==> src/frame_deframer_lowpass_xy_top_macros.svh <==
// assertion macros shared by the deframer rtl
`ifndef FRAME_DEFRAMER_LOWPASS_XY_TOP_MACROS_SVH
`define FRAME_DEFRAMER_LOWPASS_XY_TOP_MACROS_SVH

// consequent checked in the same cycle as the antecedent
`define FDLP_ASSERT_SAME(label, ante, cons, msg) \
    label: assert property (@(posedge clk) disable iff (!rst_n) (ante) |-> (cons)) \
        else $error(msg);

// consequent checked in the cycle after the antecedent
`define FDLP_ASSERT_NEXT(label, ante, cons, msg) \
    label: assert property (@(posedge clk) disable iff (!rst_n) (ante) |=> (cons)) \
        else $error(msg);

`endif

==> src/fdlp_pkg.sv <==
// shared widths, register indexes and codes for the frame deframer
package fdlp_pkg;

    // payload widths
    localparam int BYTE_W     = 8;
    localparam int COORD_W    = 16;
    localparam int DIFF_W     = COORD_W + 1;
    localparam int FLAG_W     = 8;
    localparam int SCALE_W    = 16;
    localparam int ALPHA_W    = 9;
    localparam int CFG_IDX_W  = 3;
    localparam int CFG_DATA_W = 16;
    localparam int POS_W      = 3;

    // configuration register indexes
    localparam logic [CFG_IDX_W-1:0] CFG_HEADER  = 3'd0;
    localparam logic [CFG_IDX_W-1:0] CFG_TRAILER = 3'd1;
    localparam logic [CFG_IDX_W-1:0] CFG_CENTER  = 3'd2;
    localparam logic [CFG_IDX_W-1:0] CFG_SCALE   = 3'd3;
    localparam logic [CFG_IDX_W-1:0] CFG_ALPHA   = 3'd4;

    // configuration reset values
    localparam logic [BYTE_W-1:0]  HEADER_RST  = 8'd81;
    localparam logic [BYTE_W-1:0]  TRAILER_RST = 8'd82;
    localparam logic [BYTE_W-1:0]  CENTER_RST  = 8'd40;
    localparam logic [SCALE_W-1:0] SCALE_RST   = 16'd5825;
    localparam logic [ALPHA_W-1:0] ALPHA_RST   = 9'd205;

    // frame position codes
    localparam logic [POS_W-1:0] POS_HUNT      = 3'd0;
    localparam logic [POS_W-1:0] POS_FIRST     = 3'd1;
    localparam logic [POS_W-1:0] POS_LAST_BODY = 3'd3;
    localparam logic [POS_W-1:0] POS_TRAIL     = 3'd4;

    // saturation limits
    localparam logic signed [COORD_W-1:0] COORD_MAX = 16'sh7fff;
    localparam logic signed [COORD_W-1:0] COORD_MIN = 16'sh8000;

endpackage

==> src/fdlp_if.sv <==
// valid/ready channel interfaces of the frame deframer

// received byte channel
interface fdlp_byte_if
    import fdlp_pkg::*;
();
    logic              valid;
    logic              ready;
    logic [BYTE_W-1:0] rx_byte;

    modport source (output valid, output rx_byte, input ready);
    modport sink   (input valid, input rx_byte, output ready);
endinterface

// filtered position channel
interface fdlp_pos_if
    import fdlp_pkg::*;
();
    logic                      valid;
    logic                      ready;
    logic signed [COORD_W-1:0] pos_x;
    logic signed [COORD_W-1:0] pos_y;
    logic [FLAG_W-1:0]         target_flag;

    modport source (output valid, output pos_x, output pos_y, output target_flag,
                    input ready);
    modport sink   (input valid, input pos_x, input pos_y, input target_flag,
                    output ready);
endinterface

// configuration write channel
interface fdlp_cfg_if
    import fdlp_pkg::*;
();
    logic                  valid;
    logic                  ready;
    logic [CFG_IDX_W-1:0]  index;
    logic [CFG_DATA_W-1:0] data;

    modport source (output valid, output index, output data, input ready);
    modport sink   (input valid, input index, input data, output ready);
endinterface

==> src/frame_deframer_lowpass_xy_top.sv <==
// Frame deframer with x/y low-pass smoothing. A byte that does not complete a
// frame leaves the input ready. A trailer that completes a frame starts four
// passes through one bit-serial shift-add multiplier (scale x, smooth x, scale y,
// smooth y), BW bits wide with BW = max(16, FRAC_BITS + 1), each pass made of a
// load step, the shift-add steps and a post step; then the output register loads.
// No byte is taken during that time. A result waits in the output register while
// the next bytes are taken; the output register must be free before the next
// frame's result is loaded. Configuration writes are taken in every cycle.
`include "frame_deframer_lowpass_xy_top_macros.svh"

module frame_deframer_lowpass_xy_top
    import fdlp_pkg::*;
#(
    parameter int FRAC_BITS = 8
)(
    input  logic       clk,
    input  logic       rst_n,
    fdlp_byte_if.sink  rx,
    fdlp_pos_if.source res,
    fdlp_cfg_if.sink   cfg
);

    // multiplier geometry
    localparam int BW    = (FRAC_BITS + 1 > SCALE_W) ? FRAC_BITS + 1 : SCALE_W;
    localparam int AW    = DIFF_W;
    localparam int HW    = AW + 1;
    localparam int PW    = HW + BW;
    localparam int QW    = PW - FRAC_BITS;
    localparam int SW    = QW + 1;
    localparam int CNT_W = $clog2(BW);
    localparam logic [BW-1:0] ONE_B = BW'(1) << FRAC_BITS;

    typedef enum logic [4:0] {
        S_IDLE = 5'b00001,
        S_LOAD = 5'b00010,
        S_MUL  = 5'b00100,
        S_POST = 5'b01000,
        S_OUT  = 5'b10000
    } state_t;

    typedef enum logic [1:0] {
        PH_SCALE_X  = 2'd0,
        PH_SMOOTH_X = 2'd1,
        PH_SCALE_Y  = 2'd2,
        PH_SMOOTH_Y = 2'd3
    } phase_t;

    // configuration registers
    logic [BYTE_W-1:0]  header_reg;
    logic [BYTE_W-1:0]  trailer_reg;
    logic [BYTE_W-1:0]  center_reg;
    logic [SCALE_W-1:0] scale_reg;
    logic [ALPHA_W-1:0] alpha_reg;

    // control state
    state_t            state_reg, state_next;
    phase_t            phase_reg, phase_next;
    logic [CNT_W-1:0]  cnt_reg, cnt_next;
    logic [POS_W-1:0]  frame_pos_reg, frame_pos_next;
    logic              out_valid_reg, out_valid_next;

    // datapath state
    logic [BYTE_W-1:0]          body_reg [3];
    logic signed [AW-1:0]       a_reg, a_next;
    logic signed [HW-1:0]       hi_reg, hi_next;
    logic [BW-1:0]              lo_reg, lo_next;
    logic signed [COORD_W-1:0]  raw_reg, raw_next;
    logic signed [COORD_W-1:0]  filt_x_reg, filt_x_next;
    logic signed [COORD_W-1:0]  filt_y_reg, filt_y_next;
    logic signed [COORD_W-1:0]  pos_x_reg, pos_x_next;
    logic signed [COORD_W-1:0]  pos_y_reg, pos_y_next;
    logic [FLAG_W-1:0]          flag_reg, flag_next;

    // combinational terms
    logic                       rx_fire;
    logic                       cfg_fire;
    logic                       is_header;
    logic                       is_trailer;
    logic                       frame_done;
    logic                       body_wr;
    logic [1:0]                 body_idx;
    logic                       out_free;
    logic                       is_y;
    logic                       is_smooth;
    logic [BYTE_W-1:0]          cur_byte;
    logic signed [8:0]          diff;
    logic signed [COORD_W-1:0]  old_val;
    logic signed [AW-1:0]       delta;
    logic [BW-1:0]              alpha_ext;
    logic [BW-1:0]              alpha_eff;
    logic signed [HW-1:0]       addend;
    logic signed [HW-1:0]       sum;
    logic signed [PW-1:0]       prod;
    logic signed [QW-1:0]       q;
    logic                       frac_nz;
    logic signed [QW-1:0]       qt;
    logic                       q_ovf;
    logic signed [COORD_W-1:0]  scaled_sat;
    logic signed [SW-1:0]       s_floor;
    logic signed [SW-1:0]       s_round;
    logic signed [COORD_W-1:0]  smooth_val;

    // handshakes
    assign rx_fire   = rx.valid && rx.ready;
    assign cfg_fire  = cfg.valid && cfg.ready;
    assign rx.ready  = (state_reg == S_IDLE);
    assign cfg.ready = 1'b1;
    assign out_free  = !out_valid_reg || res.ready;

    // frame byte classification
    assign is_header  = (rx.rx_byte == header_reg);
    assign is_trailer = (rx.rx_byte == trailer_reg);
    assign frame_done = rx_fire && !is_header && is_trailer && (frame_pos_reg == POS_TRAIL);
    assign body_wr    = rx_fire && !is_header && !is_trailer
                        && (frame_pos_reg >= POS_FIRST) && (frame_pos_reg <= POS_LAST_BODY);
    assign body_idx   = 2'(frame_pos_reg - POS_FIRST);

    // operand selection for the current pass
    assign is_y      = (phase_reg == PH_SCALE_Y) || (phase_reg == PH_SMOOTH_Y);
    assign is_smooth = (phase_reg == PH_SMOOTH_X) || (phase_reg == PH_SMOOTH_Y);
    assign cur_byte  = is_y ? body_reg[1] : body_reg[0];
    assign diff      = $signed({1'b0, cur_byte}) - $signed({1'b0, center_reg});
    assign old_val   = is_y ? filt_y_reg : filt_x_reg;
    // old*ONE + a*(raw-old) replaces the two-product blend
    assign delta     = AW'(raw_reg) - AW'(old_val);
    assign alpha_ext = BW'(alpha_reg);
    assign alpha_eff = (alpha_ext > ONE_B) ? ONE_B : alpha_ext;

    // one shift-add step: multiplier bits leave lo, product bits enter from hi
    assign addend = lo_reg[0] ? HW'(a_reg) : '0;
    assign sum    = hi_reg + addend;

    // product split into integer part and fraction
    assign prod    = $signed({hi_reg, lo_reg});
    assign q       = $signed(prod[PW-1:FRAC_BITS]);
    assign frac_nz = |prod[FRAC_BITS-1:0];

    // scaled coordinate, truncated toward zero and saturated
    assign qt         = q + $signed({{(QW-1){1'b0}}, prod[PW-1] & frac_nz});
    assign q_ovf      = !(&qt[QW-1:COORD_W-1]) && (|qt[QW-1:COORD_W-1]);
    assign scaled_sat = q_ovf ? (qt[QW-1] ? COORD_MIN : COORD_MAX) : qt[COORD_W-1:0];

    // smoothed value, truncated toward zero; stays between old and raw
    assign s_floor    = SW'(old_val) + SW'(q);
    assign s_round    = s_floor + $signed({{(SW-1){1'b0}}, s_floor[SW-1] & frac_nz});
    assign smooth_val = s_round[COORD_W-1:0];

    // frame position tracking
    always_comb
    begin
        frame_pos_next = frame_pos_reg;
        if (rx_fire)
        begin
            if (is_header)
                frame_pos_next = POS_FIRST;
            else if (is_trailer)
                frame_pos_next = POS_HUNT;
            else if (body_wr)
                frame_pos_next = frame_pos_reg + POS_FIRST;
            else
                frame_pos_next = POS_HUNT;
        end
    end

    // sequencer and serial datapath
    always_comb
    begin
        state_next     = state_reg;
        phase_next     = phase_reg;
        cnt_next       = cnt_reg;
        a_next         = a_reg;
        hi_next        = hi_reg;
        lo_next        = lo_reg;
        raw_next       = raw_reg;
        filt_x_next    = filt_x_reg;
        filt_y_next    = filt_y_reg;
        pos_x_next     = pos_x_reg;
        pos_y_next     = pos_y_reg;
        flag_next      = flag_reg;
        out_valid_next = out_valid_reg && !res.ready;

        unique case (state_reg)
            S_IDLE:
            begin
                if (frame_done)
                begin
                    state_next = S_LOAD;
                    phase_next = PH_SCALE_X;
                end
            end
            S_LOAD:
            begin
                a_next     = is_smooth ? delta : AW'(diff);
                lo_next    = is_smooth ? alpha_eff : BW'(scale_reg);
                hi_next    = '0;
                cnt_next   = CNT_W'(BW - 1);
                state_next = S_MUL;
            end
            S_MUL:
            begin
                hi_next  = {sum[HW-1], sum[HW-1:1]};
                lo_next  = {sum[0], lo_reg[BW-1:1]};
                cnt_next = cnt_reg - CNT_W'(1);
                if (cnt_reg == '0)
                    state_next = S_POST;
            end
            S_POST:
            begin
                if (!is_smooth)
                    raw_next = scaled_sat;
                else if (is_y)
                    filt_y_next = smooth_val;
                else
                    filt_x_next = smooth_val;
                if (phase_reg == PH_SMOOTH_Y)
                    state_next = S_OUT;
                else
                begin
                    phase_next = phase_t'(phase_reg + 2'd1);
                    state_next = S_LOAD;
                end
            end
            S_OUT:
            begin
                if (out_free)
                begin
                    out_valid_next = 1'b1;
                    pos_x_next     = filt_x_reg;
                    pos_y_next     = filt_y_reg;
                    flag_next      = body_reg[2];
                    state_next     = S_IDLE;
                end
            end
            default:
            begin
                state_next = S_IDLE;
            end
        endcase
    end

    // control, filter state and configuration registers
    always_ff @(posedge clk or negedge rst_n)
    begin
        if (!rst_n)
        begin
            state_reg     <= S_IDLE;
            phase_reg     <= PH_SCALE_X;
            cnt_reg       <= '0;
            frame_pos_reg <= POS_HUNT;
            out_valid_reg <= 1'b0;
            filt_x_reg    <= '0;
            filt_y_reg    <= '0;
            header_reg    <= HEADER_RST;
            trailer_reg   <= TRAILER_RST;
            center_reg    <= CENTER_RST;
            scale_reg     <= SCALE_RST;
            alpha_reg     <= ALPHA_RST;
        end
        else
        begin
            state_reg     <= state_next;
            phase_reg     <= phase_next;
            cnt_reg       <= cnt_next;
            frame_pos_reg <= frame_pos_next;
            out_valid_reg <= out_valid_next;
            filt_x_reg    <= filt_x_next;
            filt_y_reg    <= filt_y_next;
            if (cfg_fire)
            begin
                unique case (cfg.index)
                    CFG_HEADER:  header_reg  <= cfg.data[BYTE_W-1:0];
                    CFG_TRAILER: trailer_reg <= cfg.data[BYTE_W-1:0];
                    CFG_CENTER:  center_reg  <= cfg.data[BYTE_W-1:0];
                    CFG_SCALE:   scale_reg   <= cfg.data[SCALE_W-1:0];
                    CFG_ALPHA:   alpha_reg   <= cfg.data[ALPHA_W-1:0];
                    default:
                    begin
                    end
                endcase
            end
        end
    end

    // payload registers
    always_ff @(posedge clk)
    begin
        a_reg     <= a_next;
        hi_reg    <= hi_next;
        lo_reg    <= lo_next;
        raw_reg   <= raw_next;
        pos_x_reg <= pos_x_next;
        pos_y_reg <= pos_y_next;
        flag_reg  <= flag_next;
        if (body_wr)
            body_reg[body_idx] <= rx.rx_byte;
    end

    // result channel
    assign res.valid       = out_valid_reg;
    assign res.pos_x       = pos_x_reg;
    assign res.pos_y       = pos_y_reg;
    assign res.target_flag = flag_reg;

    // checks
    `FDLP_ASSERT_NEXT(a_frame_start, frame_done, (state_reg == S_LOAD) && (phase_reg == PH_SCALE_X), "completed frame did not start the x scale pass")
    `FDLP_ASSERT_NEXT(a_mul_end, (state_reg == S_MUL) && (cnt_reg == '0), state_reg == S_POST, "multiplier pass did not end after its last step")
    `FDLP_ASSERT_NEXT(a_filt_hold, state_reg != S_POST, $stable(filt_x_reg) && $stable(filt_y_reg), "filter state changed outside a post step")
    `FDLP_ASSERT_NEXT(a_out_load, (state_reg == S_OUT) && out_free, out_valid_reg && (state_reg == S_IDLE), "result not loaded when the output register was free")
    `FDLP_ASSERT_SAME(a_pos_range, 1'b1, frame_pos_reg <= POS_TRAIL, "frame position beyond the trailer slot")

endmodule
==> src/flat_wrapper.sv <==
// flat-port wrapper written by rule: the top's interface ports become plain ports
module frame_deframer_lowpass_xy_top_flat import fdlp_pkg::*;
#(
    parameter int FRAC_BITS = 8
)
  (clk, rst_n, rx_valid, rx_rx_byte, rx_ready, res_valid, res_pos_x, res_pos_y, res_target_flag, res_ready, cfg_valid, cfg_index, cfg_data, cfg_ready);
  fdlp_byte_if rx_i ();
  fdlp_pos_if res_i ();
  fdlp_cfg_if cfg_i ();
  input  logic clk;
  input  logic rst_n;
  input wire logic [$bits(rx_i.valid)-1:0] rx_valid;
  input wire logic [$bits(rx_i.rx_byte)-1:0] rx_rx_byte;
  output wire logic [$bits(rx_i.ready)-1:0] rx_ready;
  output wire logic [$bits(res_i.valid)-1:0] res_valid;
  output wire logic [$bits(res_i.pos_x)-1:0] res_pos_x;
  output wire logic [$bits(res_i.pos_y)-1:0] res_pos_y;
  output wire logic [$bits(res_i.target_flag)-1:0] res_target_flag;
  input wire logic [$bits(res_i.ready)-1:0] res_ready;
  input wire logic [$bits(cfg_i.valid)-1:0] cfg_valid;
  input wire logic [$bits(cfg_i.index)-1:0] cfg_index;
  input wire logic [$bits(cfg_i.data)-1:0] cfg_data;
  output wire logic [$bits(cfg_i.ready)-1:0] cfg_ready;
  assign rx_i.valid = rx_valid;
  assign rx_i.rx_byte = rx_rx_byte;
  assign rx_ready = rx_i.ready;
  assign res_valid = res_i.valid;
  assign res_pos_x = res_i.pos_x;
  assign res_pos_y = res_i.pos_y;
  assign res_target_flag = res_i.target_flag;
  assign res_i.ready = res_ready;
  assign cfg_i.valid = cfg_valid;
  assign cfg_i.index = cfg_index;
  assign cfg_i.data = cfg_data;
  assign cfg_ready = cfg_i.ready;
  frame_deframer_lowpass_xy_top #(.FRAC_BITS(FRAC_BITS)) u_core (.clk(clk), .rst_n(rst_n), .rx(rx_i), .res(res_i), .cfg(cfg_i));
endmodule
==> config.mk <==
export PLATFORM = sky130hd
export DESIGN_NAME = frame_deframer_lowpass_xy_top_flat
export DESIGN_NICKNAME = d
export VERILOG_FILES = /design/src/fdlp_pkg.sv /design/src/fdlp_if.sv /design/src/frame_deframer_lowpass_xy_top.sv /design/src/flat_wrapper.sv
export VERILOG_INCLUDE_DIRS = /design/src /design/src/src
export SDC_FILE = /design/constraint.sdc
export NUM_CORES = 1
export LEC_CHECK = 0
export ABC_CLOCK_PERIOD_IN_PS = 8080
export BUFFER_PORTS_ARGS = -buffer_cell sky130_fd_sc_hd__buf_2
export CAP_MARGIN = 20
export CORE_ASPECT_RATIO = 2
export CORE_MARGIN = 2
export CORE_UTILIZATION = 45
export CTS_BUF_LIST = sky130_fd_sc_hd__clkbuf_16
export DETAILED_ROUTE_END_ITERATION = 8
export GPL_ROUTABILITY_DRIVEN = 0
export PLACE_DENSITY_LB_ADDON = 0.15
export SLEW_MARGIN = 20
export SYNTH_ARGS = -nofsm -noshare
export SYNTH_HDL_FRONTEND = slang
export SYNTH_SLANG_ARGS = --single-unit
export TNS_END_PERCENT = 50
==> constraint.sdc <==
create_clock -name clk -period 8.08 [get_ports clk]
set_input_delay 2.02 -clock clk [delete_from_list [all_inputs] [get_ports clk]]
set_output_delay 2.02 -clock clk [all_outputs]
set_load 0.05 [all_outputs]
==> metrics.yaml <==
run:
  drv_cap: 0
sta:
  finalCritPeriodShare_pct: 69.12
  tightest_slew_ps: 984.8
  fin_setup_tns_ps: 0
  hold_viol: 0
  setup_viol: 0
  hold_slack_ps: 422.9
  max_freq_mhz: 179.1
  rsz0062_at_grt: "no"
  slew-limit-headroom_pct: 34.35
  slew_violations: 0
  finalClockSkew_ps: 22.08
  fin_crit_ps: 5585
place:
  hpwl_mm: 21.43
  dp_cells: 1543
  placedInstanceArea_mm2: 0.01348
  io_buffers: 73
critical_path:
  r2r_cells: 23
  arrival_ps: 5980
  worstPathRequired_ps: 8480
  r2r-start: "u_core.phase_reg[0]$_DFFE_PN0P_"
  rr_endpoint: "u_core.filt_y_reg[14]$_DFFE_PN0P_"
  worst-r2r-setup-slack_ps: 2500
  endpoint: "u_core.filt_y_reg[14]$_DFFE_PN0P_"
  crit_fanout: 25
  end_kind: "flip-flop"
  path_class: "reg -> reg"
  critPathLaunch: "u_core.phase_reg[0]$_DFFE_PN0P_"
  worstSetupStartpointType: "flip-flop"
synthesis:
  syn_area_mm2: 0.01272
  synth_cell_types: 81
  ys_warn_count: 0
  ys_seq_area_share_pct: 49.76
  synth_edf_count: 130
  syn_nets: 1249
  synth_area_per_cell_um2: 11.23
  synth-seq-cells: 226
  synth-async-reset-ratio_pct: 42.48
  syn_inst: 1133
  ys.flop_type: "edfxtp_1"
cts:
  ctsResizeCount: 0
  postCtsSetupBuffers: 0
  numCtsBuffers: 23
  cts-root-buf: "clkbuf_16"
  cts.reportedPaths.clkPinSlew_ps: 70
  clock_path_buffers: 3
  cts_tree: "yes"
  h-tree-depth: 1
  hold_buffers: 0
  clk_latency_ps: 530
  clock_sinks: 226
die:
  fp.dieArea_mm2: 0.02971
  rows: 87
  ioPinCount: 75
  die_h_um: 241.8
  initial_core_util_pct: 45.48
  die_x_um: 122.9
  core_area_mm2: 0.02798
route:
  ant_nets: 0
  wl_per_cell_um: 18.00
  drtIter0Drc: 524
  drc: 0
  drt_wl_total_mm: 28.55
  dr.pass1.iters: 5
  vias: 8720
  via_per_inst: 5.498
global_route:
  met2_usage_pct: 33.44
  grt.busiest_layer: "met2"
  grt_max_degree: 75
  grt_overflow_total: 0
  grt_util_met3_pct: 2.052
  grt_pass1_wl_mm: 46.14
  grt_use_met1_pct: 25.85
  antenna_found_initial: 0
  track_usage_pct: 19.74
  grt_pass1_vias: 8775
power_and_ir_drop:
  leakage_uw: 0.006082
  power_density_mw_per_mm2: 187.7
  vdd_drop_max_uv: 166.5
  power.total_uw: 2673
layout:
  num_antenna_cells: 0
  fillCellCount: 2508
  nets: 1329
  final_layout_size_suffix_gt1_share_pct: 21.87
  fin_cells: 1586
  largest_register_ffs: 24
  fin_area_mm2: 0.01423
  multi_input_area_mm2: 0.006051
  area_growth_pct: 11.89
  regArea_mm2: 0.006331
min_path:
  hold_path.class: "reg -> reg"
run_status:
  status: "complete, no violations"
## Yosys cell counts (all sizes together) (24+ instances only)
library cell,count,area (um2)
edfxtp,130,3904
nand2,111,419.2
ha,80,1001
mux2,80,904.6
dfrtp,76,1902
o21ai,73,372.9
a21oi,70,391.6
nor2,57,214.0
inv,56,210.2
xnor2,44,385.4
xor2,34,297.8
nand3,33,170.2
clkbuf,24,90.09
## worst max-delay path, stage by stage, from the launching register on
cell	delay, ps
dfrtp_1	420
ha_1	320
nor2_2	150
buf_4	330
mux2_2	400
ha_1	210
fa_1	410
a21o_1	200
a221o_1	400
a21oi_2	200
o31ai_1	120
a21oi_1	160
o21ai_0	100
a211oi_1	230
o211ai_1	120
nand2_1	120
ha_1	170
ha_1	230
and3_1	170
nand3_1	150
nor3_2	250
nand3b_1	120
xor2_1	170
mux2_1	310
## stage by stage
step | util (%) | worst slack [ps]
2_1_floorplan | - | 2687
3_3_place_gp | 48.18 | 2625
3_5_place_dp | 48.18 | 2496
4_1_cts | 50.78 | 2445
5_1_grt | 50.88 | 1975
6_report | 50.88 | 2495
## power by group
| part | internal (uW) | total, uW | switching, uW |
|---|---|---|---|
| logic | 126 | 271 | 146 |
| registers | 1320 | 1360 | 46.0 |
| clock network | 574 | 1040 | 464 |
| total | 2020 | 2670 | 656 |
## layer usage
metal / vias up / routed length, um
met4: 0 / 810
met5: - / 0
li1: 4284 / -
met3: 50 / 812
met2: 151 / 14370
met1: 4235 / 12550
## how the worst min path moves through the flow
stage               cells past startpoint                                   to                             from
CTS                                     0  u_core.res.target_flag[2]$_DFFE_PP_  u_core.body_reg[2][2]$_DFFE_PP_
finish                                  0  u_core.res.target_flag[6]$_DFFE_PP_  u_core.body_reg[2][6]$_DFFE_PP_
global route                            0  u_core.res.target_flag[1]$_DFFE_PP_  u_core.body_reg[2][1]$_DFFE_PP_
detailed placement                      0  u_core.res.target_flag[2]$_DFFE_PP_  u_core.body_reg[2][2]$_DFFE_PP_
global placement                        0  u_core.res.target_flag[6]$_DFFE_PP_  u_core.body_reg[2][6]$_DFFE_PP_
floorplan                               0  u_core.res.target_flag[0]$_DFFE_PP_  u_core.body_reg[2][0]$_DFFE_PP_
## layout make-up
type                       instances  share of cell area (%)
sequential                       226                   44.48
multi-input combinational        821                   42.51
clock buffer                      24                   4.219
timing repair buffer              85                   3.305
tap                              356                   3.129
inverter                          56                   1.477
clock inverter                    18                  0.8878
## cells in the final DEF, fill, tap and decap left out, drive strengths merged, types with 10 or more instances in the layout
| cell type | n |
|---|---|
| and2 | 23 |
| dfrtp | 76 |
| dfstp | 20 |
| clkbuf | 24 |
| o21ai | 73 |
| nor3 | 18 |
| and3 | 18 |
| nor2 | 57 |
| a21oi | 70 |
| nor2b | 11 |
| nand3 | 33 |
| mux2 | 80 |
| nand2b | 12 |
| inv | 63 |
| ha | 80 |
| edfxtp | 130 |
| xnor2 | 44 |
| xor2 | 34 |
| buf | 85 |
| nand2 | 111 |
| nor4 | 12 |
| nor3b | 10 |
| a21o | 17 |
## kinds of logic after synthesis
logic type / Yosys count / synth area share (%)
AOI/OAI and AO/OA: 226 / 11.36
adders and majority gates: 84 / 8.497
muxes: 87 / 7.661
other: 1 / 0.02948
and+or+nand+nor: 345 / 14.44
DFF: 226 / 49.76
xor gates and xnor gates: 78 / 5.370
buffers and inverters: 86 / 2.882
Power figures use the tool's default switching activity.
